**src/rtl/rldc_pkg.sv**
```systemverilog
package rldc_pkg;

  // Width of a block's byte target: up to 255 elements of 4 bytes.
  localparam int TB_W      = 10;
  // Lanes of the chunk and output word.
  localparam int CHUNK_MAX = 8;

  typedef enum logic [1:0] {
    WK_NONE,
    WK_ONE,
    WK_RUN,
    WK_MATCH
  } work_e;

  typedef struct packed {
    logic load;
    logic decode;
    logic push_in;
    logic push_val;
    logic mread;
    logic push_hist;
    logic settle;
  } cmd_t;

  typedef struct packed {
    work_e work;
    logic  push_ok;
    logic  cnt_last;
    logic  fin_wait;
  } sts_t;

endpackage

```
**src/rtl/rldc_ctrl.sv**
```systemverilog
module rldc_ctrl
  import rldc_pkg::*;
(
  input  logic clk_i,
  input  logic rst_ni,
  input  logic in_valid_i,
  input  sts_t sts_i,
  output logic in_ready_o,
  output cmd_t cmd_o
);

  localparam logic [2:0] S_IN  = 3'd0;
  localparam logic [2:0] S_DEC = 3'd1;
  localparam logic [2:0] S_ONE = 3'd2;
  localparam logic [2:0] S_RUN = 3'd3;
  localparam logic [2:0] S_MRD = 3'd4;
  localparam logic [2:0] S_MWR = 3'd5;
  localparam logic [2:0] S_END = 3'd6;

  logic [2:0] st_q, st_d;

  always_comb begin
    st_d       = st_q;
    cmd_o      = '0;
    in_ready_o = 1'b0;
    unique case (st_q)
      S_IN: begin
        in_ready_o = 1'b1;
        if (in_valid_i) begin
          cmd_o.load = 1'b1;
          st_d       = S_DEC;
        end
      end
      S_DEC: begin
        cmd_o.decode = 1'b1;
        case (sts_i.work)
          WK_ONE:   st_d = S_ONE;
          WK_RUN:   st_d = S_RUN;
          WK_MATCH: st_d = S_MRD;
          default:  st_d = S_END;
        endcase
      end
      S_ONE: begin
        if (sts_i.push_ok) begin
          cmd_o.push_in = 1'b1;
          st_d          = S_END;
        end
      end
      S_RUN: begin
        if (sts_i.push_ok) begin
          cmd_o.push_val = 1'b1;
          if (sts_i.cnt_last) st_d = S_END;
        end
      end
      S_MRD: begin
        cmd_o.mread = 1'b1;
        st_d        = S_MWR;
      end
      S_MWR: begin
        if (sts_i.push_ok) begin
          cmd_o.push_hist = 1'b1;
          st_d            = sts_i.cnt_last ? S_END : S_MRD;
        end
      end
      S_END: begin
        cmd_o.settle = 1'b1;
        if (!sts_i.fin_wait) st_d = S_IN;
      end
      default: st_d = S_IN;
    endcase
  end

  always_ff @(posedge clk_i or negedge rst_ni) begin
    if (!rst_ni) begin
      st_q <= S_IN;
    end else begin
      st_q <= st_d;
    end
  end

endmodule

```
**config.mk**
```make
export PLATFORM = sky130hd
export DESIGN_NAME = rldc_ctrl
export DESIGN_NICKNAME = d
export VERILOG_FILES = /design/src/rtl/rldc_pkg.sv /design/src/rtl/rldc_ctrl.sv
export SDC_FILE = /design/constraint.sdc
export NUM_CORES = 1
export LEC_CHECK = 0
export BUFFER_PORTS_ARGS = -buffer_cell sky130_fd_sc_hd__buf_2
export CAP_MARGIN = 30
export CORE_AREA = 5 5 42 44
export DETAILED_ROUTE_END_ITERATION = 10
export DIE_AREA = 0 0 47 49
export GPL_ROUTABILITY_DRIVEN = 0
export GPL_TIMING_DRIVEN = 0
export HOLD_SLACK_MARGIN = 0.15
export PLACE_DENSITY = 0.57
export SLEW_MARGIN = 20
export SYNTH_ARGS = -nofsm -noshare
export SYNTH_HDL_FRONTEND = slang
export SYNTH_SLANG_ARGS = --single-unit
```
**constraint.sdc**
```tcl
create_clock -name clk_i -period 1.1 [get_ports clk_i]
set_input_delay 0.055 -clock clk_i [delete_from_list [all_inputs] [get_ports clk_i]]
set_output_delay 0.055 -clock clk_i [all_outputs]
set_load 0.02 [all_outputs]
```
## After elaboration in Yosys (flattened, before gate mapping)

Cells that the tools add are included.

| operators by class | value |
|---|---|
| reductions and logical operators | 2 |
| eq/ne operators | 15 |
| mux-type cells | 19 |

Operators with widths:

| operator | number |
|---|---|
| one-hot mux 3 bit (7 select lines) | 1 |
| two-way mux 3 bit | 6 |
| != test 2 bit (second input constant) | 6 |
| two-way mux 1 bit | 10 |
| == test 3 bit (second input constant) | 3 |
| one-hot mux 3 bit (3 select lines) | 1 |
| == test 3 x 2 -> 1 bit (second input constant) | 2 |
| AND reduction 6 bit | 1 |
| == test 2 bit (second input constant) | 2 |
| == test 3 x 1 -> 1 bit (second input constant) | 1 |
| logical NOT 3 bit | 1 |
| == test 2 x 1 -> 1 bit (second input constant) | 1 |
| two-way mux 2 bit | 1 |

| storage, ports and cells | value |
|---|---|
| word-level logic and storage cells | 37 |
| register bits after elaboration | 3 |
| output and inout bits | 8 |

## Depth between registers and ports, before layout

| logic depth | value |
|---|---|
| depth after elaboration | 3 |
| mapped depth | 5 |
| gate-level depth less buffers | 5 |

## Worst setup path after synthesis

OpenSTA, ideal clock, no wires.

| path | value |
|---|---|
| path type | register to output |
| start point | register st_q[0] |
| end point | output port cmd_o[6] in the netlist's numbering |
| data required time | 1.045 ns |
| slack | -0.130 ns |
| arrival | 1.175 ns |
| cell stages (with the launch flop) | 4 |
| cell sequence | dfrtp_1 -> buf_4 -> nor3_2 -> and2_1 |

RTL lines:

| element | line | text |
|---|---|---|
| from (decl) | rldc_ctrl.sv:20 | `logic [2:0] st_q, st_d;` |
| from (signal assigned) | rldc_ctrl.sv:77 | `st_q <= st_d;` |
| to (decl) | rldc_ctrl.sv:9 | `output cmd_t cmd_o` |

## Worst setup path in the final report

| path | value |
|---|---|
| start point | register st_q[1] |
| end point | register st_q[0] |

| between the ends | value |
|---|---|
| longest elaborated chain between the ends | 3 |
| elaborated cells on any way between the ends | 15 |
| classes of those cells | eq/ne (12); mux (1); reduce/logical (2) |

Ends and longest elaborated chain:

| element | line | text |
|---|---|---|
| == test 3 x 2 -> 1 bit (tied with other cells) | rldc_ctrl.sv:26 | `unique case (st_q)` |
| != test 2 bit (no source line) | -- |  |
| AND reduction 6 bit (no source line) | -- |  |

Parallel ways exist; a longest one is shown, timed or not.
A chain may end at the register's enable or synchronous reset.

==> flow_metrics.env <==
export IMPL_cp_max_fo=7
export IMPL_synthArstFlopShare=1.00
export IMPL_synth_adder_area_share=0.0787
export IMPL_htreeDepth=1
export IMPL_nets=80
export IMPL_clock_sinks=3
export IMPL_critPathRequiredTime_ps=1210
export IMPL_setup_viol=10
export IMPL_synth_compound_area_frac=0.201
export IMPL_ys_seq_area_frac=0.236
export IMPL_reg2reg_slack_ps=-160
export IMPL_clkTransAtPathRegs_ps=40
export IMPL_placed_area_um2=420
export IMPL_max_slew_margin=0.857
export IMPL_grt_pass1_vias=376
export IMPL_fin_crit_ps=1260
export IMPL_netlist_area_leader_share=0.236
export IMPL_irDropWorstVdd_v=0.00112
export IMPL_stdcell_area_um2=623
export IMPL_synth_edf_count=0
export IMPL_syn_area_per_cell_um2=8.15
export IMPL_top_register="st_q"
export IMPL_worstSetupPathType="reg -> reg"
export IMPL_max_clock_freq_ghz=0.795
export IMPL_fin_skew_ps=1.25
export IMPL_hold_slack_ps=205
export IMPL_num_io_pins=16
export IMPL_yosys_area_top_type="dfrtp_1"
export IMPL_clk_latency_ps=240
export IMPL_drc=0
export IMPL_synthCells=39
export IMPL_antenna_found_initial=0
export IMPL_start_util=0.227
export IMPL_critPathLaunchType="register"
export IMPL_rsz0062_at_grt="yes"
export IMPL_cts_max_path_buffers=2
export IMPL_synth_area_um2=318
export IMPL_leakagePower_nw=0.303
export IMPL_finalHoldViolCount=0
export IMPL_design_core_area_mm2=0.00140
export IMPL_n_antenna_cell=0
export IMPL_place_ws_ps=0.0833
export IMPL_powerDensity_mw_per_mm2=2830
export IMPL_fin_tns_setup_ps=-984
export IMPL_yosys_area_share_simple=0.378
export IMPL_synth_cell_types=22
export IMPL_std_cell_rows=14
export IMPL_drt_iter0_markers=3
export IMPL_synth_seq_cells=3
export IMPL_muxShareOfSynthArea=0
export IMPL_vias=381
export IMPL_cts_buffers=3
export IMPL_synth_top_family_by_area="simple AND/OR/NAND/NOR gates"
export IMPL_yosysWarnings=0
export IMPL_chipHeight_um=49
export IMPL_crit_arrival_ps=1370
export IMPL_worst_pin_slew_ps=214
export IMPL_cts_root_buf="clkbuf_4"
export IMPL_maxCapViolations=0
export IMPL_fp_dieW_um=47
export IMPL_cts_tree="yes"
export IMPL_reg_top3="st_q x3"
export IMPL_first_pass_iters=2
export IMPL_final_cell_mix="10 x buf_6, 8 x buf_4, 7 x buf_2"
export IMPL_violations="setup timing"
export IMPL_hp_class="in -> reg"
export IMPL_ant_nets=0
export IMPL_wl_per_cell_um=11.8
export IMPL_dp_hpwl_um=630
export IMPL_syn_nets=49
export IMPL_worst_slack_ps=-158
export IMPL_mostFrequentLayoutCell="buf_6"
export IMPL_grt_max_degree=11
export IMPL_drt_wl_total_um=1010
export IMPL_grt_ovfl_total=0
export IMPL_io_buffers=15
export IMPL_grt_usage=0.0910
export IMPL_maxSlewViolCount=0
export IMPL_die_area_mm2=0.00230
export IMPL_synth_xor_area_frac=0
export IMPL_syn2layout_area_growth_pct=96.1
export IMPL_status="finished, violations left"
export IMPL_fin_crit_sh=1.14
export IMPL_cp_end_kind="register"
export IMPL_synth_main_ff_cell="dfrtp_1"
export IMPL_largest_reg_flops=3
export IMPL_drive_gt1_frac=0.551
export IMPL_grt_pass1_wl_um=1510
export IMPL_synth_area_leaders="dfrtp_1 24%, nor2_1 8.3%, ha_1 7.9%"
export IMPL_via_per_inst=4.48
## metal layers
metal	global-route usage	up-vias	part of all wire
met5	0	-	0
met4	0.0461	0	0
met3	0.0443	0	0.064
met2	0.133	8	0.53
met1	0.106	178	0.40
li1	-	195	-
## through the flow
step	power, mW	utilization	instances
6_report	1.76	0.445	85
5_1_grt	1.90	0.445	85
4_1_cts	1.65	0.422	84
3_5_place_dp	1.09	0.300	70
3_3_place_gp	1.08	0.300	70
2_1_floorplan	0.886	-	39
## worst max-delay path, cell delays in order, from the launching register on
cell and delay (ps):
dfrtp_1 380, buf_6 150, buf_4 130, buf_6 110
o311ai_2 260, o21ai_1 100
## report_power, final
group	internal, mW	leakage, nW	switching, mW
Combinational	0.707	0.252	0.640
Sequential	0.170	0.0361	0.0460
Clock	0.136	0.0150	0.0640
Total	1.01	0.303	0.750
## cell families (layout without fill, tap and decap cells)
group / Yosys count / after routing
compound gates: 9 / 9
buf+inv: 5 / 35
fa+ha+maj: 2 / 2
simple gates: 20 / 20
flops: 3 / 3
## repair_timing
action                                  CTS  global route
resized for setup                        17             7
endpoints found under the setup margin    8            11
pin swaps                                 6             1
hold endpoints to repair                  5             0
setup buffers                             6             1
hold buffers                              4             0
## cell usage after synthesis, types with 2 or more instances
cell	instances
nand2b_1	2
ha_1	2
dfrtp_1	3
nor2_1	7
buf_4	2
nor3_2	2
inv_1	2
nor2b_1	4
a21oi_1	2
## worst paths after layout
| kind | end | startpoint | cells past startpoint |
|---|---|---|---|
| max | st_q[0] | st_q[1] | 5 |
| min | st_q[1] | sts_i[2] | 3 |
| max in group asynchronous | st_q[2] | rst_ni | 3 |
| min in group asynchronous | st_q[0] | rst_ni | 3 |
| min reg2reg | st_q[0] | st_q[1] | 4 |
| max reg2reg | st_q[0] | st_q[1] | 5 |
## cell type report
cell class	count	area, um2
multi-input cells	31	246
plain buffers	3	33.8
fillers	142	778
inverters	2	7.51
well taps	16	20.0
clock buffers	4	26.3
flip-flops and latches	3	75.1
repair buffers	26	214
No activity file was read; power rests on OpenSTA's default activity.
