File: src/rtl/rldc_pkg.sv
package rldc_pkg;

  // Width of a block's byte target: up to 255 elements of 4 bytes.
  localparam int TB_W      = 10;
  // Lanes of the chunk and output word.
  localparam int CHUNK_MAX = 8;

  typedef enum logic [1:0] {
    WK_NONE,
    WK_ONE,
    WK_RUN,
    WK_MATCH
  } work_e;

  typedef struct packed {
    logic load;
    logic decode;
    logic push_in;
    logic push_val;
    logic mread;
    logic push_hist;
    logic settle;
  } cmd_t;

  typedef struct packed {
    work_e work;
    logic  push_ok;
    logic  cnt_last;
    logic  fin_wait;
  } sts_t;

endpackage

File: src/rtl/rldc_dp.sv
module rldc_dp
  import rldc_pkg::*;
#(
  parameter int MAX_ELEMENTS  = 128,
  parameter int HISTORY_BYTES = 512,
  parameter int CHUNK_BYTES   = 8
) (
  input  logic        clk_i,
  input  logic        rst_ni,
  input  logic        cfg_we_i,
  input  logic        cfg_wdata_i,
  input  logic [7:0]  payload_byte_i,
  input  logic        first_byte_i,
  input  logic        last_byte_i,
  input  logic [7:0]  element_count_i,
  input  cmd_t        cmd_i,
  output sts_t        sts_o,
  input  logic        out_ready_i,
  output logic        out_valid_o,
  output logic [63:0] chunk_data_o,
  output logic [3:0]  chunk_bytes_o,
  output logic [2:0]  status_o,
  output logic        block_end_o
);

  localparam int PW = $clog2(HISTORY_BYTES + 1);
  localparam int AW = $clog2(HISTORY_BYTES);
  localparam int CW = ((PW > TB_W) ? PW : TB_W) + 1;

  localparam logic [2:0] PH_IDLE    = 3'd0;
  localparam logic [2:0] PH_BODY    = 3'd1;
  localparam logic [2:0] PH_COUNT_HI = 3'd2;
  localparam logic [2:0] PH_VALUE   = 3'd3;
  localparam logic [2:0] PH_LIT     = 3'd4;
  localparam logic [2:0] PH_OFF_LO  = 3'd5;
  localparam logic [2:0] PH_OFF_HI  = 3'd6;
  localparam logic [2:0] PH_HALT    = 3'd7;

  localparam logic [2:0] STS_OK        = 3'd0;
  localparam logic [2:0] STS_CODEC     = 3'd1;
  localparam logic [2:0] STS_TRUNC     = 3'd2;
  localparam logic [2:0] STS_OFFSET    = 3'd3;
  localparam logic [2:0] STS_OVERFLOW  = 3'd4;
  localparam logic [2:0] STS_SHORT     = 3'd5;
  localparam logic [2:0] STS_EMPTY     = 3'd6;

  localparam logic [1:0] CODEC_COPY = 2'd0;
  localparam logic [1:0] CODEC_RLE  = 2'd1;
  localparam logic [1:0] CODEC_BAD  = 2'd3;

  logic [7:0] mem_q [HISTORY_BYTES];

  logic                       sel_q;
  logic [7:0]                 b_q, cnt_in_q;
  logic                       first_q, last_q;
  logic                       eb4_q, eb4_d;
  logic [TB_W-1:0]            tgt_q, tgt_d;
  logic [1:0]                 codec_q, codec_d;
  logic [2:0]                 ph_q, ph_d;
  logic [15:0]                run_q, run_d;
  logic [3:0][7:0]            val_q, val_d;
  logic [1:0]                 bidx_q, bidx_d;
  logic [7:0]                 offlo_q, offlo_d;
  logic [PW-1:0]              off_q, off_d;
  logic [CHUNK_MAX-1:0][7:0]  chunk_q, chunk_d;
  logic [3:0]                 fill_q, fill_d;
  logic [2:0]                 err_q, err_d;
  logic [PW-1:0]              pos_q, pos_d;
  logic [TB_W-1:0]            cnt_q, cnt_d;
  logic [7:0]                 rdata_q;
  logic                       ovalid_q, ovalid_d;
  logic [63:0]                odata_q, odata_d;
  logic [3:0]                 obytes_q, obytes_d;
  logic [2:0]                 ostat_q, ostat_d;
  logic                       oend_q, oend_d;

  logic [TB_W-1:0] tb_open;
  logic [CW-1:0]   pos_c, tgt_c, avail, avail_el;
  logic [15:0]     off16, nel;
  logic            elem_done, out_free, fin_need, chunk_full, push_en;
  logic [7:0]      pb;
  logic [2:0]      fin_stat;
  work_e           work;

  assign pos_c      = CW'(pos_q);
  assign tgt_c      = CW'(tgt_q);
  assign avail      = tgt_c - pos_c;
  assign avail_el   = eb4_q ? (avail >> 2) : (avail >> 1);
  assign nel        = (run_q < 16'(avail_el)) ? run_q : 16'(avail_el);
  assign off16      = {b_q, offlo_q};
  assign elem_done  = eb4_q ? (bidx_q == 2'd3) : (bidx_q == 2'd1);
  assign tb_open    = sel_q ? {cnt_in_q, 2'b00} : {1'b0, cnt_in_q, 1'b0};
  assign out_free   = !ovalid_q || out_ready_i;
  assign fin_need   = last_q && (ph_q != PH_IDLE);
  assign chunk_full = (fill_q == 4'(CHUNK_BYTES));
  assign push_en    = cmd_i.push_in || cmd_i.push_val || cmd_i.push_hist;

  always_comb begin
    if (cmd_i.push_in)       pb = b_q;
    else if (cmd_i.push_val) pb = val_q[bidx_q];
    else                     pb = rdata_q;
  end

  always_comb begin
    if (err_q != STS_OK)                                 fin_stat = err_q;
    else if (pos_c >= tgt_c)                             fin_stat = STS_OK;
    else if (codec_q == CODEC_COPY || ph_q == PH_VALUE || ph_q == PH_LIT ||
             ph_q == PH_OFF_LO || ph_q == PH_OFF_HI)     fin_stat = STS_TRUNC;
    else                                                 fin_stat = STS_SHORT;
  end

  always_comb begin
    eb4_d    = eb4_q;
    tgt_d    = tgt_q;
    codec_d  = codec_q;
    ph_d     = ph_q;
    run_d    = run_q;
    val_d    = val_q;
    bidx_d   = bidx_q;
    offlo_d  = offlo_q;
    off_d    = off_q;
    chunk_d  = chunk_q;
    fill_d   = fill_q;
    err_d    = err_q;
    pos_d    = pos_q;
    cnt_d    = cnt_q;
    ovalid_d = ovalid_q && !out_ready_i;
    odata_d  = odata_q;
    obytes_d = obytes_q;
    ostat_d  = ostat_q;
    oend_d   = oend_q;
    work     = WK_NONE;

    if (cmd_i.decode) begin
      if (first_q) begin
        pos_d   = '0;
        chunk_d = '0;
        fill_d  = '0;
        err_d   = STS_OK;
        run_d   = '0;
        val_d   = '0;
        bidx_d  = '0;
        offlo_d = '0;
        eb4_d   = sel_q;
        tgt_d   = tb_open;
        codec_d = (b_q <= 8'd2) ? b_q[1:0] : CODEC_BAD;
        ph_d    = PH_BODY;
        if (cnt_in_q == 8'd0) begin
          err_d = STS_EMPTY;
          ph_d  = PH_HALT;
        end else if (32'(cnt_in_q) > MAX_ELEMENTS || 32'(tb_open) > HISTORY_BYTES) begin
          err_d = STS_OVERFLOW;
          ph_d  = PH_HALT;
        end else if (b_q > 8'd2) begin
          err_d = STS_CODEC;
          ph_d  = PH_HALT;
        end
      end else begin
        unique case (ph_q)
          PH_BODY: begin
            if (codec_q == CODEC_COPY) begin
              work = WK_ONE;
            end else if (codec_q == CODEC_RLE) begin
              run_d = {8'd0, b_q};
              ph_d  = PH_COUNT_HI;
            end else if (b_q[7]) begin
              run_d = {9'd0, b_q[6:0]};
              ph_d  = PH_OFF_LO;
            end else if (pos_c + CW'(b_q) > tgt_c) begin
              err_d   = STS_OVERFLOW;
              ph_d    = PH_HALT;
              chunk_d = '0;
              fill_d  = '0;
            end else if (b_q != 8'd0) begin
              run_d = {8'd0, b_q};
              ph_d  = PH_LIT;
            end
          end
          PH_COUNT_HI: begin
            run_d  = {b_q, run_q[7:0]};
            bidx_d = '0;
            val_d  = '0;
            ph_d   = PH_VALUE;
          end
          PH_VALUE: begin
            val_d[bidx_q] = b_q;
            if (elem_done) begin
              bidx_d = '0;
              cnt_d  = eb4_q ? TB_W'({nel, 2'b00}) : TB_W'({nel, 1'b0});
              ph_d   = PH_BODY;
              if (nel != 16'd0) work = WK_RUN;
            end else begin
              bidx_d = bidx_q + 2'd1;
            end
          end
          PH_LIT: begin
            work  = WK_ONE;
            run_d = run_q - 16'd1;
            if (run_q == 16'd1) ph_d = PH_BODY;
          end
          PH_OFF_LO: begin
            offlo_d = b_q;
            ph_d    = PH_OFF_HI;
          end
          PH_OFF_HI: begin
            if (off16 == 16'd0 || off16 > 16'(pos_q)) begin
              err_d   = STS_OFFSET;
              ph_d    = PH_HALT;
              chunk_d = '0;
              fill_d  = '0;
            end else if (pos_c + CW'(run_q[6:0]) > tgt_c) begin
              err_d   = STS_OVERFLOW;
              ph_d    = PH_HALT;
              chunk_d = '0;
              fill_d  = '0;
            end else begin
              cnt_d = TB_W'(run_q[6:0]);
              off_d = PW'(off16);
              ph_d  = PH_BODY;
              if (run_q[6:0] != 7'd0) work = WK_MATCH;
            end
          end
          default: ;
        endcase
      end
    end

    // One byte into the chunk; a full chunk leaves first.
    if (push_en) begin
      if (chunk_full) begin
        ovalid_d = 1'b1;
        odata_d  = chunk_q;
        obytes_d = fill_q;
        ostat_d  = STS_OK;
        oend_d   = 1'b0;
        chunk_d  = '0;
        chunk_d[0] = pb;
        fill_d   = 4'd1;
      end else begin
        chunk_d[fill_q[2:0]] = pb;
        fill_d = fill_q + 4'd1;
      end
      pos_d = pos_q + PW'(1);
      cnt_d = cnt_q - TB_W'(1);
      if (cmd_i.push_val) bidx_d = elem_done ? 2'd0 : bidx_q + 2'd1;
    end

    if (cmd_i.settle) begin
      if (fin_need) begin
        if (out_free) begin
          ovalid_d = 1'b1;
          odata_d  = chunk_q;
          obytes_d = fill_q;
          ostat_d  = fin_stat;
          oend_d   = 1'b1;
          chunk_d  = '0;
          fill_d   = '0;
          ph_d     = PH_IDLE;
        end
      end else if (err_q == STS_OK && ph_q != PH_IDLE && ph_q != PH_HALT &&
                   pos_c >= tgt_c) begin
        ph_d = PH_HALT;
      end
    end
  end

  assign sts_o.work     = work;
  assign sts_o.push_ok  = !chunk_full || out_free;
  assign sts_o.cnt_last = (cnt_q == TB_W'(1));
  assign sts_o.fin_wait = fin_need && !out_free;

  assign out_valid_o   = ovalid_q;
  assign chunk_data_o  = odata_q;
  assign chunk_bytes_o = obytes_q;
  assign status_o      = ostat_q;
  assign block_end_o   = oend_q;

  always_ff @(posedge clk_i) begin
    if (push_en) mem_q[pos_q[AW-1:0]] <= pb;
    if (cmd_i.mread) rdata_q <= mem_q[AW'(pos_q - off_q)];
  end

  always_ff @(posedge clk_i) begin
    if (cmd_i.load) begin
      b_q      <= payload_byte_i;
      first_q  <= first_byte_i;
      last_q   <= last_byte_i;
      cnt_in_q <= element_count_i;
    end
  end

  always_ff @(posedge clk_i or negedge rst_ni) begin
    if (!rst_ni) begin
      sel_q    <= 1'b0;
      eb4_q    <= 1'b0;
      tgt_q    <= '0;
      codec_q  <= CODEC_COPY;
      ph_q     <= PH_IDLE;
      run_q    <= '0;
      val_q    <= '0;
      bidx_q   <= '0;
      offlo_q  <= '0;
      off_q    <= '0;
      chunk_q  <= '0;
      fill_q   <= '0;
      err_q    <= STS_OK;
      pos_q    <= '0;
      cnt_q    <= '0;
      ovalid_q <= 1'b0;
      odata_q  <= '0;
      obytes_q <= '0;
      ostat_q  <= STS_OK;
      oend_q   <= 1'b0;
    end else begin
      if (cfg_we_i) sel_q <= cfg_wdata_i;
      eb4_q    <= eb4_d;
      tgt_q    <= tgt_d;
      codec_q  <= codec_d;
      ph_q     <= ph_d;
      run_q    <= run_d;
      val_q    <= val_d;
      bidx_q   <= bidx_d;
      offlo_q  <= offlo_d;
      off_q    <= off_d;
      chunk_q  <= chunk_d;
      fill_q   <= fill_d;
      err_q    <= err_d;
      pos_q    <= pos_d;
      cnt_q    <= cnt_d;
      ovalid_q <= ovalid_d;
      odata_q  <= odata_d;
      obytes_q <= obytes_d;
      ostat_q  <= ostat_d;
      oend_q   <= oend_d;
    end
  end

`ifndef ASSERT_OFF
  a_pos_bound: assert property (@(posedge clk_i) disable iff (!rst_ni)
    (err_q == STS_OK && ph_q != PH_IDLE) |-> (pos_c <= tgt_c))
    else $error("output position ran past block target");

  a_fill_bound: assert property (@(posedge clk_i) disable iff (!rst_ni)
    fill_q <= 4'(CHUNK_BYTES))
    else $error("chunk fill beyond chunk size");

  a_flush_room: assert property (@(posedge clk_i) disable iff (!rst_ni)
    (push_en && chunk_full) |-> out_free)
    else $error("chunk flushed into busy output register");
`endif

endmodule
File: config.mk
export PLATFORM = sky130hd
export DESIGN_NAME = rldc_dp
export DESIGN_NICKNAME = d
export VERILOG_FILES = /design/src/rtl/rldc_pkg.sv /design/src/rtl/rldc_dp.sv
export SDC_FILE = /design/constraint.sdc
export NUM_CORES = 2
export LEC_CHECK = 0
export BUFFER_PORTS_ARGS = -buffer_cell sky130_fd_sc_hd__buf_2
export CAP_MARGIN = 20
export CORE_UTILIZATION = 55
export CTS_BUF_LIST = sky130_fd_sc_hd__clkbuf_8
export DETAILED_ROUTE_END_ITERATION = 10
export MAX_ROUTING_LAYER = met4
export PLACE_DENSITY = 0.71
export REMOVE_ABC_BUFFERS = 1
export SYNTH_ARGS = -nofsm -noshare
export SYNTH_HDL_FRONTEND = slang
export SYNTH_SLANG_ARGS = --single-unit
export TNS_END_PERCENT = 30
File: constraint.sdc
create_clock -name clk_i -period 20.6 [get_ports clk_i]
set_clock_uncertainty 0.2 [all_clocks]
set_input_delay 4.12 -clock clk_i [delete_from_list [all_inputs] [get_ports clk_i]]
set_output_delay 4.12 -clock clk_i [all_outputs]
set_load 0.01 [all_outputs]
# Word level (Yosys, flattened, before mapping)
# Memories as Yosys holds them, arrays and structs flattened. A register that Yosys moved wholly into a read port is not among the register bits.
# Cells that the tools add are included.
# Widths: inputs -> output; s select.
# classes
n_addsub	9
div_mod_pow	0
reduce_logical	48
n_bitwise	3
n_eq_ne	25
shifts	0
order_cmp	13
mul	0
n_mux	140
# op_table
op	n
$mux 64	18
$pmux 64 s2	1
$mux 10	12
$mux 16	7
$mux 3	35
$mux 4	18
$bwmux 64	1
$pmux 32 s2	1
$mux 8	7
$pmux 16 s3	1
$bwmux 32	1
$mux 32	1
$mux 2	13
$demux 8 s3	1
$ne 3x3->1 const B	8
$gt 11x10->1	2
$pmux 10 s2	1
$pmux 3 s6	1
$reduce_bool 3->1	6
$bmux 8 s2	1
$demux 8 s2	1
$eq 16x1->1 const B	1
$gt 16x10->1	1
$logic_not 16->1	1
51 further kinds	98
# word_totals
n_memories	1
romBits	0
inputBits	30
reg_bits	266
output_inout_bits	78
mem_bits_rw	4096
latch_bits	0
word_cells	274
# memory_table
memory	words	width	read_ports	rd_ports_with_merged_regs	wr	line_no	text
mem_q	512	8	1	1	1	rldc_dp.sv:51	logic [7:0] mem_q [HISTORY_BYTES];

# Depth between registers and ports, before layout
# depth
ltp_word	15
depth_mapped	20
mapped_depth_nobuf	18

# Worst setup path before layout
# No wires, ideal clock.
# synth_timing
path_type	input to register
start	in cmd_i[3] (netlist name)
end	mem mem_q[0][0] (data pin)
n_path_buf	1
path_stages	3
path_slack_ps	282
arrival_ps	17366
cell_sequence	clkbuf_1 mux2i_1 o21ai_1
# synth_via
elab_chain_cells	2
# synth_lines
item	line_no	text
start, declared	rldc_dp.sv:16	input cmd_t cmd_i,
$mux 8	rldc_dp.sv:100	else if (cmd_i.push_val) pb = val_q[bidx_q];
$mux 8	rldc_dp.sv:99	if (cmd_i.push_in) pb = b_q;
net pb[0]	rldc_dp.sv:81	logic [7:0] pb;
end, declared	rldc_dp.sv:51	
# The timed path passes the listed nets, and every way through them passes these cells.

==> results <==
- The number of cells on the worst reg-to-reg path is 14.
- The number of nets at the end of the flow is about 9,700.
- The share of the Yosys chip area taken by registers is roughly 74%.
- The number of flops mapped to enable cells by yosys is just over 4,000.
- By startpoint and endpoint, the worst setup path is classified as flop to primary output.
- The DRC violation count after routing is 0.
- The clock-pin slew reported for the worst setup and hold paths after clock tree synthesis is roughly 0.070 ns.
- The highest layer touched by signal routing is met4.
- The total number of vias is approximately 94,000.
- The worst pin sits at a relative slew slack of -1.755%.
- The hold violation count in the final report is 0.
- The via count of the first global-routing pass came to 93,906.
- Derived from the worst setup path, the maximum achievable clock frequency is ~0.096 GHz.
- The run finished, with violations left.
- The post-synthesis sequential element count is roughly 4,400.
- The minimum period implied by the final worst setup slack is a little over 10 ns.
- The filler cells instantiated in the layout total 21,900.
- The total power divided by cell area is about 130 nW/µm².
- The finished layout holds roughly 14,000 standard cells, fillers aside.
- The static leakage is about 63 nW.
- The library cells used most frequently in the layout, excluding fill and tap cells, are sky130_fd_sc_hd__edfxtp_1 (4,122), sky130_fd_sc_hd__mux4_2 (1,058), sky130_fd_sc_hd__nand2_1 (841).
- The proportion of layout cells with a drive suffix above 1 is around 23%.
- Summing all placed instances gives a cell area of about 180,000 µm².
- The launch point of the critical path is run_q[0]$_DFFE_PN0P_.
- The wire length of the first global-routing pass is roughly 650 mm.
- The nature of the critical path startpoint is a flop.
- The largest fanout on the critical path is 11.
- Global routing consumed, over all layers together, just under 30% of the routing resources.
- In this run the deepest clock path goes through 4 buffers.
- The initial antenna violation count came to 17.
- STA puts the critical path data required time at around 16 ns.
- The TritonCTS clock tree is built.
- The worst hold path begins at block_end_o$_DFF_PN0_.
- The end of the worst register-to-register path is rdata_q[7]$_DFFE_PP_.
- The global route total overflow is 0.
- The count of TritonRoute iterations in the first routing pass is 8.
- The multiplexer share of the synthesized area is 15.07%.
- The critical path capture point is sts_o[3].
- In this run the critical register-to-register path is launched from pos_q[0]$_DFFE_PN0P_.
- The commonest register cell after synthesis is sky130_fd_sc_hd__edfxtp_1.
- The worst hold path belongs to the class flop to flop.
- Total power for the finished layout comes to 0.02595 W.
- The final reports fail on slew limit.
- The xor and xnor fraction of the mapped netlist area is less than 1%.
- The cell area that synthesis handed to floorplanning was 174,700 µm².
- The clock buffer count from CTS is between 600 and 700.
- Detailed placement ended at an HPWL of between 200 and 300 mm.
- The number of max-slew violations in the final report is 58.
- The post-CTS setup repair buffer count is 0.
- In this run the number of H-tree levels came out at 6.
- The die is 565.6 µm tall.
- The clock latency reported for the late side of the worst-skew pair is roughly 1.2 ns.
- On the final layout, the worst hold slack is 0.2828 ns.
- Setup repair after global routing left no endpoint under its margin.
- The maximum number of pins on one net before global-route repair is approximately 220.
- After synthesis, the largest family of logic cells by area is multiplexers.
- The ratio of routed vias to standard cells is approximately 6.5.
- For this block, the initial DRC count from the detailed router was ~13,000.
- The number of nets with antenna violations after routing is 0.
- The count of boundary I/O pins is approximately 110.
- The share of flip-flops with an asynchronous set or reset is under 10%.
- After clock tree synthesis, the repair step resized 0 gates.
- The peak supply drop is between 150 and 200 µV.
- In the final routing, the length of wire on met1 measures 168.9 mm.
- CTS placed an instance of sky130_fd_sc_hd__clkbuf_8 at the clock tree root.
- The layout overhead on the synthesized area is 10.14%.
- The routed wire length is approximately 450 mm.
- The post-route cell area is between 150,000 and 200,000 µm².
- The floorplan step defined a core boundary enclosing roughly 320,000 µm².
- The most common cell after layout, fill and taps aside is sky130_fd_sc_hd__edfxtp_1.
- The slew of the pin with the lowest slew margin is around 1.5 ns.
- Synthesis handed over a netlist of 9,213 instances.
- Port buffering added between 100 and 150 buffers.
- The smallest setup slack after layout is slightly above 10 ns.
- The number of setup violations in the final report is 0.
- For this configuration, the core starts out at a cell density of about 55%.
- The met3 routed wirelength is between 50 and 60 mm.
- The die covers ~320,000 µm².
- After Yosys synthesis, and, or, nand and nor cells account for roughly 5.1% of the synthesized area.
- At the end of routability-driven placement, the weighted congestion stood at 0.9269.
- The number of violations of the max-capacitance limit is 0.
- The worst setup path is captured at a primary output.
- The distinct cell type count of the synthesized netlist is just over 90.
- The average instance in the mapped netlist occupies around 19 µm².
- Of the available clock period, the critical path in the final layout requires 50.40%.
- The adder and majority gate portion of the synthesized area is less than 1%.
- Detailed routing placed a total of 213.5 mm of wire on met2.
- The complex-gate fraction of the synthesized area is under 10%.
- Yosys printed 0 warnings.
- The die extent in x is around 570 µm.
- In this run, placement finished with an instance count of between 10,000 and 15,000.
- At the worst endpoint, the arrival time is approximately 6.1 ns.
- The number of buffers added to fix hold violations after cts is 0.
- The combined flip-flop and latch cell area is roughly 130,000 µm².
- In the final layout, the multi-input gates occupy approximately 42,000 µm².
- The row count is 206.
- For flop-to-flop paths, the worst setup slack is 12.43 ns.
- Dividing the detail-routed wire length by the instance count gives between 30 and 40 µm.
- OpenSTA, run right after detailed placement, puts the worst setup slack at 10.44 ns.
- The CTS sink count is about 4,400.
## logic make-up after synthesis
kind of cell / count (synthesis)
DFF: 4369
and+or+nand+nor: 2034
muxes: 1297
AOI/OAI and AO/OA: 707
buffers and inverters: 685
adders and majority gates: 89
xor gates and xnor gates: 32
## registers in the layout, indices dropped and copies added, names as in the netlist, 10 cells and up
signal,cells
val_q,32
mem_q,4096
chunk_q,64
run_q,16
pos_q,10
cnt_q,10
chunk_data_o,64
## worst min-delay path by stage
stage,to,slack (ns),cells past startpoint
floorplan,val_q[10]$_DFFE_PN0P_,0.25,2
finish,block_end_o$_DFF_PN0_,0.28,2
global placement,block_end_o$_DFF_PN0_,0.25,2
global route,val_q[13]$_DFFE_PN0P_,0.30,2
detailed placement,block_end_o$_DFF_PN0_,0.27,2
CTS,block_end_o$_DFF_PN0_,0.28,2
## cells in the mapped netlist (17+ instances only)
cell | count | area, µm²
sky130_fd_sc_hd__edfxtp_1 | 4122 | 123800
sky130_fd_sc_hd__a32oi_1 | 26 | 227.7
sky130_fd_sc_hd__a21oi_1 | 97 | 485.5
sky130_fd_sc_hd__buf_4 | 66 | 495.5
sky130_fd_sc_hd__dfrtp_1 | 247 | 6181
sky130_fd_sc_hd__mux2_2 | 80 | 900.9
sky130_fd_sc_hd__o21ai_0 | 195 | 975.9
sky130_fd_sc_hd__o31ai_1 | 24 | 180.2
sky130_fd_sc_hd__nand2_1 | 843 | 3164
sky130_fd_sc_hd__a211oi_1 | 30 | 225.2
sky130_fd_sc_hd__nand4_1 | 262 | 1639
sky130_fd_sc_hd__a21o_1 | 18 | 135.1
sky130_fd_sc_hd__a32o_1 | 45 | 450.4
sky130_fd_sc_hd__ha_1 | 85 | 1064
sky130_fd_sc_hd__inv_1 | 114 | 427.9
sky130_fd_sc_hd__nand3_1 | 116 | 580.6
sky130_fd_sc_hd__a221oi_1 | 18 | 157.7
sky130_fd_sc_hd__mux4_2 | 1058 | 23830
sky130_fd_sc_hd__a31oi_1 | 23 | 143.9
sky130_fd_sc_hd__xnor2_1 | 19 | 166.4
sky130_fd_sc_hd__nor2b_1 | 20 | 125.1
sky130_fd_sc_hd__nor4_1 | 26 | 162.7
sky130_fd_sc_hd__a22oi_1 | 20 | 150.1
sky130_fd_sc_hd__or3_1 | 19 | 118.9
sky130_fd_sc_hd__buf_2 | 136 | 680.7
sky130_fd_sc_hd__and3_1 | 17 | 106.4
sky130_fd_sc_hd__mux2i_1 | 157 | 1572
sky130_fd_sc_hd__a221o_1 | 17 | 170.2
sky130_fd_sc_hd__a22o_1 | 28 | 245.2
sky130_fd_sc_hd__nor2_1 | 622 | 2335
sky130_fd_sc_hd__a41oi_1 | 18 | 157.7
sky130_fd_sc_hd__buf_1 | 64 | 240.2
sky130_fd_sc_hd__nor3_1 | 53 | 265.3
sky130_fd_sc_hd__clkbuf_1 | 293 | 1100
## critical path, cell delays in order (launching register included)
cell and delay, ns:
sky130_fd_sc_hd__dfrtp_1 0.54, sky130_fd_sc_hd__ha_1 0.32, sky130_fd_sc_hd__fa_1 0.41, sky130_fd_sc_hd__a21o_1 0.20, sky130_fd_sc_hd__a21oi_1 0.23, sky130_fd_sc_hd__o21bai_1 0.11, sky130_fd_sc_hd__and2_1 0.18, sky130_fd_sc_hd__o21a_1 0.18
sky130_fd_sc_hd__o21ai_0 0.20, sky130_fd_sc_hd__xnor2_1 0.16, sky130_fd_sc_hd__ha_1 0.27, sky130_fd_sc_hd__a21o_1 0.17, sky130_fd_sc_hd__a21oi_1 0.18, sky130_fd_sc_hd__a21oi_1 0.30, sky130_fd_sc_hd__nor3_1 0.48, sky130_fd_sc_hd__nand3_1 0.14
sky130_fd_sc_hd__a221oi_1 0.51, sky130_fd_sc_hd__buf_2 0.23
## where the power goes
| part | switching, W | internal (W) | leakage [nW] |
|---|---|---|---|
| Combinational | 0.00606 | 0.00274 | 15.3 |
| Clock | 0.00337 | 0.00329 | 7.07 |
| Sequential | 0.000169 | 0.0103 | 40.7 |
## area by class of cell
type,instances,share of cell area (%)
Sequential cell,4369,67.55
Tap cell,4160,2.706
Inverter,116,0.2263
Clock inverter,508,1.363
Timing Repair Buffer,307,1.221
Clock buffer,696,4.979
Antenna cell,23,0.02992
Multi-Input combinational cell,4159,21.92
## metrics by stage
step	setup TNS (ns)	util [%]
final	0	60.98
after global routing	0	60.97
after floorplan	-171.84	-
after detailed placement	0	57.04
after global placement	0	57.03
after CTS	0	60.91
## per-layer routing
layer,up-vias,global-route usage [%]
met3,911,7.248
met1,48726,39.15
met4,0,10.92
met2,5802,44.03
met5,-,-
li1,38272,-
Note: power is estimated with default switching activity, not from simulation.
